`src/rtl/bgc_pkg.sv`:
```
// ----------------------------------------------------------------------------
// bgc_pkg
// Shared types and codes for the button gesture classifier.
// ----------------------------------------------------------------------------
package bgc_pkg;

  localparam int unsigned TimeW  = 32;
  localparam int unsigned CfgW   = 16;
  localparam int unsigned CfgIdxW = 2;
  localparam int unsigned GestW  = 2;
  localparam int unsigned TallyW = 2;

  // register indexes on the configuration port
  localparam logic [CfgIdxW-1:0] CFG_DEBOUNCE = 2'd0;
  localparam logic [CfgIdxW-1:0] CFG_LONG     = 2'd1;
  localparam logic [CfgIdxW-1:0] CFG_WINDOW   = 2'd2;

  // register reset values
  localparam logic [CfgW-1:0] DEBOUNCE_RST = 16'd50;
  localparam logic [CfgW-1:0] LONG_RST     = 16'd1000;
  localparam logic [CfgW-1:0] WINDOW_RST   = 16'd300;

  // gesture codes
  localparam logic [GestW-1:0] G_NONE   = 2'd0;
  localparam logic [GestW-1:0] G_SINGLE = 2'd1;
  localparam logic [GestW-1:0] G_DOUBLE = 2'd2;
  localparam logic [GestW-1:0] G_LONG   = 2'd3;

  localparam logic [TallyW-1:0] TALLY_MAX = 2'd3;

  typedef enum logic [1:0] {
    PH_IDLE     = 2'd0,
    PH_DEBOUNCE = 2'd1,
    PH_PRESSED  = 2'd2,
    PH_RELEASED = 2'd3
  } phase_t;

  typedef struct packed {
    logic [CfgW-1:0] debounce_time;
    logic [CfgW-1:0] long_press_time;
    logic [CfgW-1:0] double_click_window;
  } cfg_t;

  typedef struct packed {
    logic [TimeW-1:0] now_ms;
    logic             pin_level;
    logic             edge_event;
  } poll_t;

endpackage

```
`src/rtl/bgc_cfg_regs.sv`:
```
// ----------------------------------------------------------------------------
// bgc_cfg_regs
// Configuration register file: three 16-bit timing registers.
// ----------------------------------------------------------------------------
module bgc_cfg_regs
  import bgc_pkg::*;
(
  input  logic               clk,
  input  logic               rst_n,
  input  logic               cfg_we,
  input  logic [CfgIdxW-1:0] cfg_index,
  input  logic [CfgW-1:0]    cfg_wdata,
  output cfg_t               cfg
);

  cfg_t cfg_r;
  cfg_t cfg_nxt;

  always_comb begin
    cfg_nxt = cfg_r;
    if (cfg_we) begin
      case (cfg_index)
        CFG_DEBOUNCE: cfg_nxt.debounce_time       = cfg_wdata;
        CFG_LONG:     cfg_nxt.long_press_time     = cfg_wdata;
        CFG_WINDOW:   cfg_nxt.double_click_window = cfg_wdata;
        default:      cfg_nxt = cfg_r;  // unused index, dropped
      endcase
    end
  end

  always_ff @(posedge clk) begin
    if (!rst_n) begin
      cfg_r.debounce_time       <= DEBOUNCE_RST;
      cfg_r.long_press_time     <= LONG_RST;
      cfg_r.double_click_window <= WINDOW_RST;
    end else begin
      cfg_r <= cfg_nxt;
    end
  end

  assign cfg = cfg_r;

endmodule

```
`src/rtl/bgc_in_stage.sv`:
```
// ----------------------------------------------------------------------------
// bgc_in_stage
// Input register: holds one poll until the core steps on it.
// ----------------------------------------------------------------------------
module bgc_in_stage
  import bgc_pkg::*;
(
  input  logic             clk,
  input  logic             rst_n,
  input  logic             in_valid,
  output logic             in_stall,
  input  logic [TimeW-1:0] in_now_ms,
  input  logic             in_pin_level,
  input  logic             in_edge_event,
  input  logic             advance,
  output logic             poll_valid,
  output poll_t            poll
);

  logic  valid_r;
  logic  valid_nxt;
  poll_t poll_r;
  logic  load;

  assign in_stall  = valid_r && !advance;
  assign load      = in_valid && !in_stall;
  assign valid_nxt = load ? 1'b1 : (advance ? 1'b0 : valid_r);

  always_ff @(posedge clk) begin
    if (!rst_n) begin
      valid_r <= 1'b0;
    end else begin
      valid_r <= valid_nxt;
    end
  end

  always_ff @(posedge clk) begin
    if (load) begin
      poll_r.now_ms     <= in_now_ms;
      poll_r.pin_level  <= in_pin_level;
      poll_r.edge_event <= in_edge_event;
    end
  end

  assign poll_valid = valid_r;
  assign poll       = poll_r;

endmodule

```
`src/rtl/bgc_core.sv`:
```
// ----------------------------------------------------------------------------
// bgc_core
// Gesture state machine: debounce, press timing and click tally.
// ----------------------------------------------------------------------------
module bgc_core
  import bgc_pkg::*;
(
  input  logic             clk,
  input  logic             rst_n,
  input  logic             step,
  input  poll_t            poll,
  input  cfg_t             cfg,
  output logic [GestW-1:0] gesture
);

  phase_t            phase_r,        phase_nxt;
  logic              edge_r,         edge_nxt;
  logic [TimeW-1:0]  deb_begin_r,    deb_begin_nxt;
  logic [TimeW-1:0]  press_begin_r,  press_begin_nxt;
  logic [TallyW-1:0] tally_r,        tally_nxt;
  logic [TimeW-1:0]  rel_time_r,     rel_time_nxt;

  logic [TimeW-1:0]  deb_elapsed;
  logic [TimeW-1:0]  hold_time;
  logic [TimeW-1:0]  gap_time;
  logic              edge_seen;

  assign deb_elapsed = poll.now_ms - deb_begin_r;
  assign hold_time   = poll.now_ms - press_begin_r;

  always_comb begin
    phase_nxt       = phase_r;
    deb_begin_nxt   = deb_begin_r;
    press_begin_nxt = press_begin_r;
    tally_nxt       = tally_r;
    rel_time_nxt    = rel_time_r;
    gesture         = G_NONE;
    edge_seen       = edge_r | poll.edge_event;
    edge_nxt        = edge_seen;

    case (phase_r)
      PH_IDLE: begin
        if (edge_seen) begin
          edge_nxt      = 1'b0;
          deb_begin_nxt = poll.now_ms;
          phase_nxt     = PH_DEBOUNCE;
        end
      end
      PH_DEBOUNCE: begin
        if (deb_elapsed >= {{(TimeW-CfgW){1'b0}}, cfg.debounce_time}) begin
          if (!poll.pin_level) begin
            press_begin_nxt = poll.now_ms;
            phase_nxt       = PH_PRESSED;
          end else begin
            phase_nxt = PH_IDLE;
          end
        end
      end
      PH_PRESSED: begin
        if (poll.pin_level) begin
          phase_nxt = PH_RELEASED;
        end
      end
      PH_RELEASED: begin
        if (hold_time >= {{(TimeW-CfgW){1'b0}}, cfg.long_press_time}) begin
          gesture   = G_LONG;
          tally_nxt = '0;
        end else begin
          if (tally_r != TALLY_MAX) begin
            tally_nxt = tally_r + 1'b1;
          end
          rel_time_nxt = poll.now_ms;
        end
        phase_nxt = PH_IDLE;
      end
      default: phase_nxt = PH_IDLE;
    endcase

    // click report once the window after the last short release has run out
    gap_time = poll.now_ms - rel_time_nxt;
    if ((tally_nxt != '0) &&
        (gap_time > {{(TimeW-CfgW){1'b0}}, cfg.double_click_window})) begin
      gesture   = (tally_nxt == 2'd1) ? G_SINGLE : G_DOUBLE;
      tally_nxt = '0;
    end
  end

  always_ff @(posedge clk) begin
    if (!rst_n) begin
      phase_r       <= PH_IDLE;
      edge_r        <= 1'b0;
      deb_begin_r   <= '0;
      press_begin_r <= '0;
      tally_r       <= '0;
      rel_time_r    <= '0;
    end else if (step) begin
      phase_r       <= phase_nxt;
      edge_r        <= edge_nxt;
      deb_begin_r   <= deb_begin_nxt;
      press_begin_r <= press_begin_nxt;
      tally_r       <= tally_nxt;
      rel_time_r    <= rel_time_nxt;
    end
  end

  // long press only comes out of the released phase
  a_long_from_released: assert property (@(posedge clk) disable iff (!rst_n)
    (step && gesture == G_LONG) |-> phase_r == PH_RELEASED)
    else $error("long press reported outside released phase");

  // a click report needs a pending click from an earlier release
  a_click_needs_tally: assert property (@(posedge clk) disable iff (!rst_n)
    (step && (gesture == G_SINGLE || gesture == G_DOUBLE)) |-> tally_r != '0)
    else $error("click reported with empty tally");

  // any reported gesture leaves the tally empty
  a_report_clears_tally: assert property (@(posedge clk) disable iff (!rst_n)
    (step && gesture != G_NONE) |=> tally_r == '0)
    else $error("tally not cleared after report");

  // entering debounce consumes the latched edge
  a_edge_consumed: assert property (@(posedge clk) disable iff (!rst_n)
    (step && phase_r == PH_IDLE && phase_nxt == PH_DEBOUNCE) |=> !edge_r)
    else $error("edge still latched after debounce start");

  // state only moves on a step
  a_hold_without_step: assert property (@(posedge clk) disable iff (!rst_n)
    !step |=> $stable(phase_r) && $stable(tally_r))
    else $error("state changed without a transaction");

endmodule

```
`src/rtl/button_gesture_classifier.sv`:
```
// ----------------------------------------------------------------------------
// button_gesture_classifier
// Debounces an active-low push button and classifies single, double and
// long presses from millisecond-stamped polls.
// ----------------------------------------------------------------------------
// Each input transaction is one poll (timestamp, pin level, edge flag) and
// yields exactly one output transaction carrying a gesture code: 0 none,
// 1 single click, 2 double click, 3 long press. The block takes one poll per
// clock while out_stall is low. The poll first lands in the input register,
// and the state update then writes the output register. Throughput is one
// transaction per cycle while out_stall is low, set by the state update,
// which is a few 32-bit subtracts and compares. in_stall rises only while the
// input register holds a poll and the output register is full and stalled.
// Time differences wrap modulo 2^32. The three timing registers (debounce
// time, long press threshold, double-click window, in ms, 16 bits each) are
// written through cfg_we/cfg_index/cfg_wdata; the user must see that they are
// written only while the block is idle, which the block does not enforce;
// index 3 is ignored.
// ----------------------------------------------------------------------------
module button_gesture_classifier
  import bgc_pkg::*;
(
  input  logic               clk,
  input  logic               rst_n,
  // poll input channel
  input  logic               in_valid,
  output logic               in_stall,
  input  logic [TimeW-1:0]   in_now_ms,
  input  logic               in_pin_level,
  input  logic               in_edge_event,
  // gesture output channel
  output logic               out_valid,
  input  logic               out_stall,
  output logic [GestW-1:0]   out_gesture,
  // configuration write port
  input  logic               cfg_we,
  input  logic [CfgIdxW-1:0] cfg_index,
  input  logic [CfgW-1:0]    cfg_wdata
);

  cfg_t             cfg;
  poll_t            poll;
  logic             poll_valid;
  logic             advance;
  logic [GestW-1:0] gesture;

  logic             out_valid_r;
  logic             out_valid_nxt;
  logic [GestW-1:0] gesture_r;

  // the core steps when a poll is waiting and the output register has room
  // (empty, or its transaction completes this cycle)
  assign advance = poll_valid && (!out_valid_r || !out_stall);

  bgc_cfg_regs u_cfg (
    .clk       (clk),
    .rst_n     (rst_n),
    .cfg_we    (cfg_we),
    .cfg_index (cfg_index),
    .cfg_wdata (cfg_wdata),
    .cfg       (cfg)
  );

  bgc_in_stage u_in (
    .clk           (clk),
    .rst_n         (rst_n),
    .in_valid      (in_valid),
    .in_stall      (in_stall),
    .in_now_ms     (in_now_ms),
    .in_pin_level  (in_pin_level),
    .in_edge_event (in_edge_event),
    .advance       (advance),
    .poll_valid    (poll_valid),
    .poll          (poll)
  );

  bgc_core u_core (
    .clk     (clk),
    .rst_n   (rst_n),
    .step    (advance),
    .poll    (poll),
    .cfg     (cfg),
    .gesture (gesture)
  );

  // output register
  always_comb begin
    if (advance) begin
      out_valid_nxt = 1'b1;
    end else if (out_stall) begin
      out_valid_nxt = out_valid_r;
    end else begin
      out_valid_nxt = 1'b0;
    end
  end

  always_ff @(posedge clk) begin
    if (!rst_n) begin
      out_valid_r <= 1'b0;
    end else begin
      out_valid_r <= out_valid_nxt;
    end
  end

  always_ff @(posedge clk) begin
    if (advance) begin
      gesture_r <= gesture;
    end
  end

  assign out_valid   = out_valid_r;
  assign out_gesture = gesture_r;

endmodule

```
`config.mk`:
```
export PLATFORM = sky130hd
export DESIGN_NAME = button_gesture_classifier
export DESIGN_NICKNAME = d
export VERILOG_FILES = /design/src/rtl/bgc_pkg.sv /design/src/rtl/bgc_cfg_regs.sv /design/src/rtl/bgc_in_stage.sv /design/src/rtl/bgc_core.sv /design/src/rtl/button_gesture_classifier.sv
export SDC_FILE = /design/constraint.sdc
export NUM_CORES = 1
export LEC_CHECK = 0
export BUFFER_PORTS_ARGS = -buffer_cell sky130_fd_sc_hd__buf_2
export CAP_MARGIN = 10
export CORE_MARGIN = 2
export CORE_UTILIZATION = 32
export DETAILED_ROUTE_END_ITERATION = 10
export GPL_TIMING_DRIVEN = 1
export HOLD_SLACK_MARGIN = 0.15
export SLEW_MARGIN = 30
export SYNTH_ARGS = -nofsm -noshare
export SYNTH_HDL_FRONTEND = slang
export SYNTH_HIERARCHICAL = 1
export SYNTH_SLANG_ARGS = --single-unit
```
`constraint.sdc`:
```
create_clock -name clk -period 12.3 [get_ports clk]
set_clock_uncertainty 0.05 [all_clocks]
set_input_delay 0.615 -clock clk [delete_from_list [all_inputs] [get_ports clk]]
set_output_delay 0.615 -clock clk [all_outputs]
set_load 0.1 [all_outputs]
```
; After elaboration in Yosys (flattened, before gate mapping)
; Index checks and enable logic that the tools add are counted.
[classes]
order_cmp = 3
n_mux = 20
eq_ne = 11
reduce_logical = 19
addsub = 4
n_bitwise = 2
[op_table]
columns = cell, n
row1 = subtractor 32 bit, 3
row2 = greater-or-equal comparator 32 x 16 -> 1 bit, 2
row3 = 2-to-1 mux 32 bit, 2
row4 = > comparator 32 x 16 -> 1 bit, 1
row5 = 2-to-1 mux 2 bit, 12
row6 = one-hot mux 2 bit (4 select lines), 1
row7 = AND reduction 4 bit, 2
row8 = "== test 2 x 1 -> 1 bit, second input constant", 3
row9 = "== test 2 bit, second input constant", 3
row10 = "inequality test 2 x 1 -> 1 bit, second input constant", 3
row11 = AND reduction 2 bit, 3
row12 = 2-to-1 mux 1 bit, 5
row13 = logical AND 1 bit, 4
row14 = logical NOT 1 bit, 4
row15 = logical NOT 2 bit, 2
row16 = "inequality test 2 bit, second input constant", 2
row17 = nonzero test 2 bit, 2
row18 = AND reduction 3 bit, 1
row19 = "adder 2 x 1 -> 2 bit, second input constant", 1
row20 = logical OR 1 bit, 1
row21 = inverter 1 bit, 1
row22 = bitwise OR 1 bit, 1
[totals]
input_bits = 57
reg_bits = 187
output_inout_bits = 4

; Depth between registers and ports, before layout
[logic_depth]
depth_word = 8
depth_mapped = 56

; Cells and area by module
; The synthesis kept the hierarchy.
[modules_own_cells]
columns = mod, cells_each, instances, area_per_inst_um2
row1 = bgc_core, 1511, 1, 11398.4
row2 = bgc_cfg_regs, 184, 1, 1894.3
row3 = bgc_in_stage, 38, 1, 1068.5
row4 = button_gesture_classifier, 6, 1, 98.8

; Worst setup path after synthesis
; Ideal clock, no wire load.
[synth_timing]
kind = register -> register
from = register u_in.poll_r, in the netlist u_in/poll[3]
to = register gesture_r[1] (netlist: out_gesture[1]) (data pin)
stages_incl_launch_ff = 49
synth_period_minus_slack_ns = 10.093
setup_ns = 0.269
n_path_buf = 3
t_arrival_ns = 9.774
path_slack_ns = 2.207
path_cell_list = edfxtp_1 -> inv_1 -> fa_1 -> nand2b_1 -> a21o_1 -> a21o_2 -> o21ai_0 -> nand3_1 -> nand2_1 -> xor2_1 -> ha_1 -> o211ai_1 -> o211ai_1 -> a211oi_2 -> o311ai_1 -> or4_1 -> or4b_1 -> a2111o_1 -> [13 not listed] -> mux2i_1 -> nor2_1 -> nor2_1 -> o32ai_1 -> ha_1 -> a21oi_1 -> nor2b_1 -> o21ai_0 -> nand2b_1 -> a21oi_1 -> a21boi_0 -> o22ai_1 -> nor4bb_1 -> nand4_1 -> nand4b_1 -> nor4_1 -> and4_1 -> o21ai_1
[synth_between]
elab_chain_len = 8
word_cells_on_any_way = 15
cone_classes = add/sub (2) / order compare (2) / eq/ne (1) / mux (8) / reduce/logical (2)
[synth_rtl]
columns = item, line
row1 = from (decl), bgc_in_stage.sv:22  ; poll_t poll_r;
row2 = subtractor 32 bit, bgc_core.sv:29  ; assign hold_time = poll.now_ms - press_begin_r;
row3 = greater-or-equal comparator 32 x 16 -> 1 bit, bgc_core.sv:65  ; if (hold_time >= {{(TimeW-CfgW){1'b0}}, cfg.long_press_time}) begin
row4 = 2-to-1 mux 32 bit, bgc_core.sv:65
row5 = 2-to-1 mux 32 bit, bgc_core.sv:41  ; case (phase_r)
row6 = subtractor 32 bit, bgc_core.sv:80  ; gap_time = poll.now_ms - rel_time_nxt;
row7 = > comparator 32 x 16 -> 1 bit, bgc_core.sv:82  ; (gap_time > {{(TimeW-CfgW){1'b0}}, cfg.double_click_window})) begin
row8 = logical AND 1 bit, bgc_core.sv:81  ; if ((tally_nxt != '0) &&
row9 = 2-to-1 mux 2 bit *, bgc_core.sv:81
row10 = via gesture[1], button_gesture_classifier.sv:45  ; logic [GestW-1:0] gesture;
row11 = to (signal assigned), button_gesture_classifier.sv:107  ; gesture_r <= gesture;
row12 = to (decl), button_gesture_classifier.sv:49  ; logic [GestW-1:0] gesture_r;
; The timed path passes the listed nets; every way through them passes the cells marked *.
; A chain may end at the register's enable or synchronous reset.

; Worst setup path in the final report
; Ends and elaborated chain as after synthesis.

==> results.txt <==
----------------------------------------------------
[Critical path]
  Largest fanout on the critical path ... 40
  Data required time at the worst endpoint ... 12.43 ns
  Worst reg-to-reg setup slack ... 1.27 ns
  Crit path to ... out_gesture[1]
  Critical path data arrival time ... 11.16 ns
  Start point of the critical path ... u_in/poll[3]
  Terminus of the critical flop-to-flop path ... out_gesture[1]
  Cell repeated most along the worst path ... ha_1
  R2r worst-path depth ... 45
  Slowest stage cell on the critical path ... o41ai_1
  Max stage delay on crit path ... between 0.5 and 0.6 ns
  Critical path endpoint category ... flip-flop
  Worst setup path category ... reg2reg
  Crit start category ... flip-flop
  Launch instance of the worst register-to-register path ... u_in/poll[3]

[CTS]
  Clock root buffer ... clkbuf_16
  Hold-fix buffers, CTS ... 0
  Buffer levels on the longest clock path ... 2
  Number of buffers inserted during clock tree synthesis ... 17
  Clock sink count ... 187
  H-tree depth ... 4
  Post-CTS resize count ... 0
  Clock latency reported for the late side of the worst-skew pair ... 0.46 ns
  Clock edge transition at the registers on the reported setup and hold paths ... around 0.07 ns
  Clock tree from TritonCTS ... built
  Post-CTS Setup Repair Bufs ... 0

[Route]
  Vias per cell ... 5.25
  WL final ... 39400 um
  Count of vias placed by the detailed router ... about 12k
  Count of TritonRoute iterations in the first routing pass ... 5
  Drt initial violations ... ~670
  DRC violations left ... 0
  Avg WL per Cell ... 16.7 um
  Number of nets with antenna violations after detailed routing ... 0

[Floorplan]
  Starting utilization of the core area ... 32.6%
  Floorplan die width ... 217 um
  Die area ... 46900 um^2
  # IOs ... 61
  Floorplan die height ... 217 um
  Std-Cell Core Area ... about 44000 um^2
  Number of rows created at floorplan ... a little under 80

[Power and ir drop]
  Internal ... 1.16 mW
  Sw Share ... 33.5%
  Fraction of power consumed by sequential logic ... about two fifths
  Share of power burned in combinational logic ... 28.5%
  Ratio of total power to cell area ... 110 nW/um^2
  Max rail drop VDD ... 58.0 uV
  Switching power ... just under 0.6 mW
  Clock network fraction of design power ... between 30 and 40%
  Leakage ... between 6 and 7 nW

[Final layout]
  Ant diodes ... 0
  Commonest cells after routing, fill and taps aside ... 227 x nand2_1, 151 x dfxtp_1, 150 x inv_1
  Area growth from synthesis to layout ... 10.2%
  Proportion of layout cells with a drive suffix above 1 ... 8.25%
  NumNets Final ... between 1.5k and 2k
  Share of the core filled with cells in the final layout ... 35.9%
  Cell Count, Final, Fillers Out ... 2361
  Most common library cell in the layout ignoring fill and taps ... nand2_1
  Fill count ... 4518

[Logic synthesis]
  Synth async-reset ratio ... 0%
  Count of flip-flops with a built-in enable after synthesis ... 36
  Flip-flop cell with the highest count after synthesis ... dfxtp_1
  Yosys Warn Count ... 6
  Post-synthesis instance area ... 14500 um^2
  Post-synthesis net count ... 1937
  Unique cell type count in the Yosys netlist ... 97
  Gate count after technology mapping ... 1739
  Synthesized area per cell ... 8.32 um^2
  FF+latch count, synth ... 187
  Seq/Total Area, Yosys ... 28.4%

[GRT]
  Total gr overflow ... 0
  Initial antenna violation count ... 0
  Met2 layer usage reported by global route ... 29.3%
  Most Crowded Layer GR ... met2
  Maximum number of pins on one net before global-route repair ... 94
  Routing usage on met1 ... 20.7%
  M3 GR Usage ... between 1.5 and 2%
  Global Route Usage Sum ... between 10% and 20%
  Wire length of the first global-routing pass ... 62500 um
  Vias in the first global route ... 12.1k

[STA]
  Number of max-slew violations in the final report ... 0
  Min Tclk post-route ... 11.03 ns
  Setup repair after global routing missed its margin ... false
  Worst slew margin relative to its limit ... 40.1%
  FMAX ... 90.7 MHz
  Setup TNS Final ... 0 ns
  Hold Fails Final Rpt ... 0
  Slew at the pin closest to its max-slew limit ... between 0.8 and 0.9 ns
  Fraction of the cycle the final worst path needs ... about 90%
  Setup-violating endpoint count in the final report ... 0

[Placement]
  Gp weighted congestion ... 0.917
  Half-perimeter wire length after detailed placement ... 30700 um
  Number of placed cells counting well taps ... 2328
  Port-buffer cells ... 60

[Hold path]
  Classification of the worst-slack hold path ... in2reg

[Flow run]
  Number of violations of the max-capacitance limit ... 0

[Outcome]
  Status ... finished clean

----------------------------------------------------
==> per-stage QoR <==
step | hold slack [ns] | instance area (um^2) | setup WS, ns | power [mW]
global placement | 0.393 | 15300 | 1.63 | 1.18
finish | 0.279 | 15900 | 1.27 | 1.75
global route | 0.254 | 15900 | 0.433 | 1.85
CTS | 0.253 | 15900 | 1.23 | 1.76
detailed placement | 0.401 | 15300 | 1.26 | 1.19
floorplan | 0.385 | 14500 | 2.21 | 1.06
==> how the worst min path moves through the flow <==
stage | to | start | cells past startpoint
6_report | u_in/poll[8] | in_now_ms[6] | 1
5_1_grt | u_in/poll[9] | in_now_ms[7] | 1
4_1_cts | u_in/poll[8] | in_now_ms[6] | 1
3_5_place_dp | u_cfg/cfg[46] | u_cfg/cfg[46] | 2
3_3_place_gp | u_cfg/cfg[34] | u_cfg/cfg[34] | 2
2_1_floorplan | u_cfg/cfg[17] | u_cfg/cfg[17] | 2
==> critical path, delay by kind of cell, from the launching register on <==
kind	cells	cell delay (ns)
flops	1	0.56
compound gates	20	4.17
buf+inv	2	0.49
xor+xnor	1	0.16
simple gates	14	2.65
fa+ha+maj	6	2.11
mux	2	0.53
==> power groups by stage <==
| stage | registers [mW] | clock network [mW] | logic, mW |
|---|---|---|---|
| 6_report | 0.683 | 0.568 | 0.499 |
| 5_1_grt | 0.686 | 0.606 | 0.555 |
| 3_5_place_dp | 0.697 | 0 | 0.492 |
| 3_3_place_gp | 0.696 | 0 | 0.483 |
| 4_1_cts | 0.683 | 0.584 | 0.495 |
| 2_1_floorplan | 0.687 | 0 | 0.371 |
==> logic make-up after synthesis <==
family,count (synthesis),synth area share (%)
simple gates,572,19.6
compound gates,440,21.7
buf+inv,223,6.30
flops,187,28.4
fa+ha+maj,144,12.6
mux,113,7.84
xor+xnor,60,3.63
==> synthesized netlist by cell type (all sizes together), types with 31 or more instances <==
cell    count  area share [%]
nor2       85             2.2
mux2i     111             7.7
nor2b      68             3.0
xor2       32             1.9
nand2     228             5.9
nand3      31             1.1
ha        138              12
nor3       34             1.2
a21oi     100             3.7
a21o       48             2.5
inv       150             3.9
a21boi     47             2.4
edfxtp     36             7.5
dfxtp     151              21
clkbuf     50             1.3
o21ai      73             2.6
==> final cells by class <==
| cell class | count | area [um^2] | share of cell area [%] |
|---|---|---|---|
| repair buffers | 71 | 449 | 2.82 |
| clock buffers | 18 | 429 | 2.69 |
| flip-flops and latches | 187 | 4100 | 25.8 |
| clock inverters | 14 | 160 | 1.01 |
| inverters | 150 | 563 | 3.53 |
| well taps | 592 | 741 | 4.65 |
| multi-input cells | 1329 | 9490 | 59.5 |
==> state kept, by name, indices dropped and copies added, names as in the netlist, 2 cells and up, named ones only <==
register and flops:
out_gesture 2, u_cfg/cfg 48, u_core/deb_begin_r 32, u_core/press_begin_r 32, u_core/rel_time_r 32, u_core/tally_r 2, u_in/poll 34
==> routing by layer <==
metal / vias up / part of all wire [%]
met5: - / 0
met4: 0 / 3.0
met3: 71 / 3.6
met2: 273 / 48
met1: 5842 / 45
li1: 6200 / -
Power figures use the tool's default switching activity.
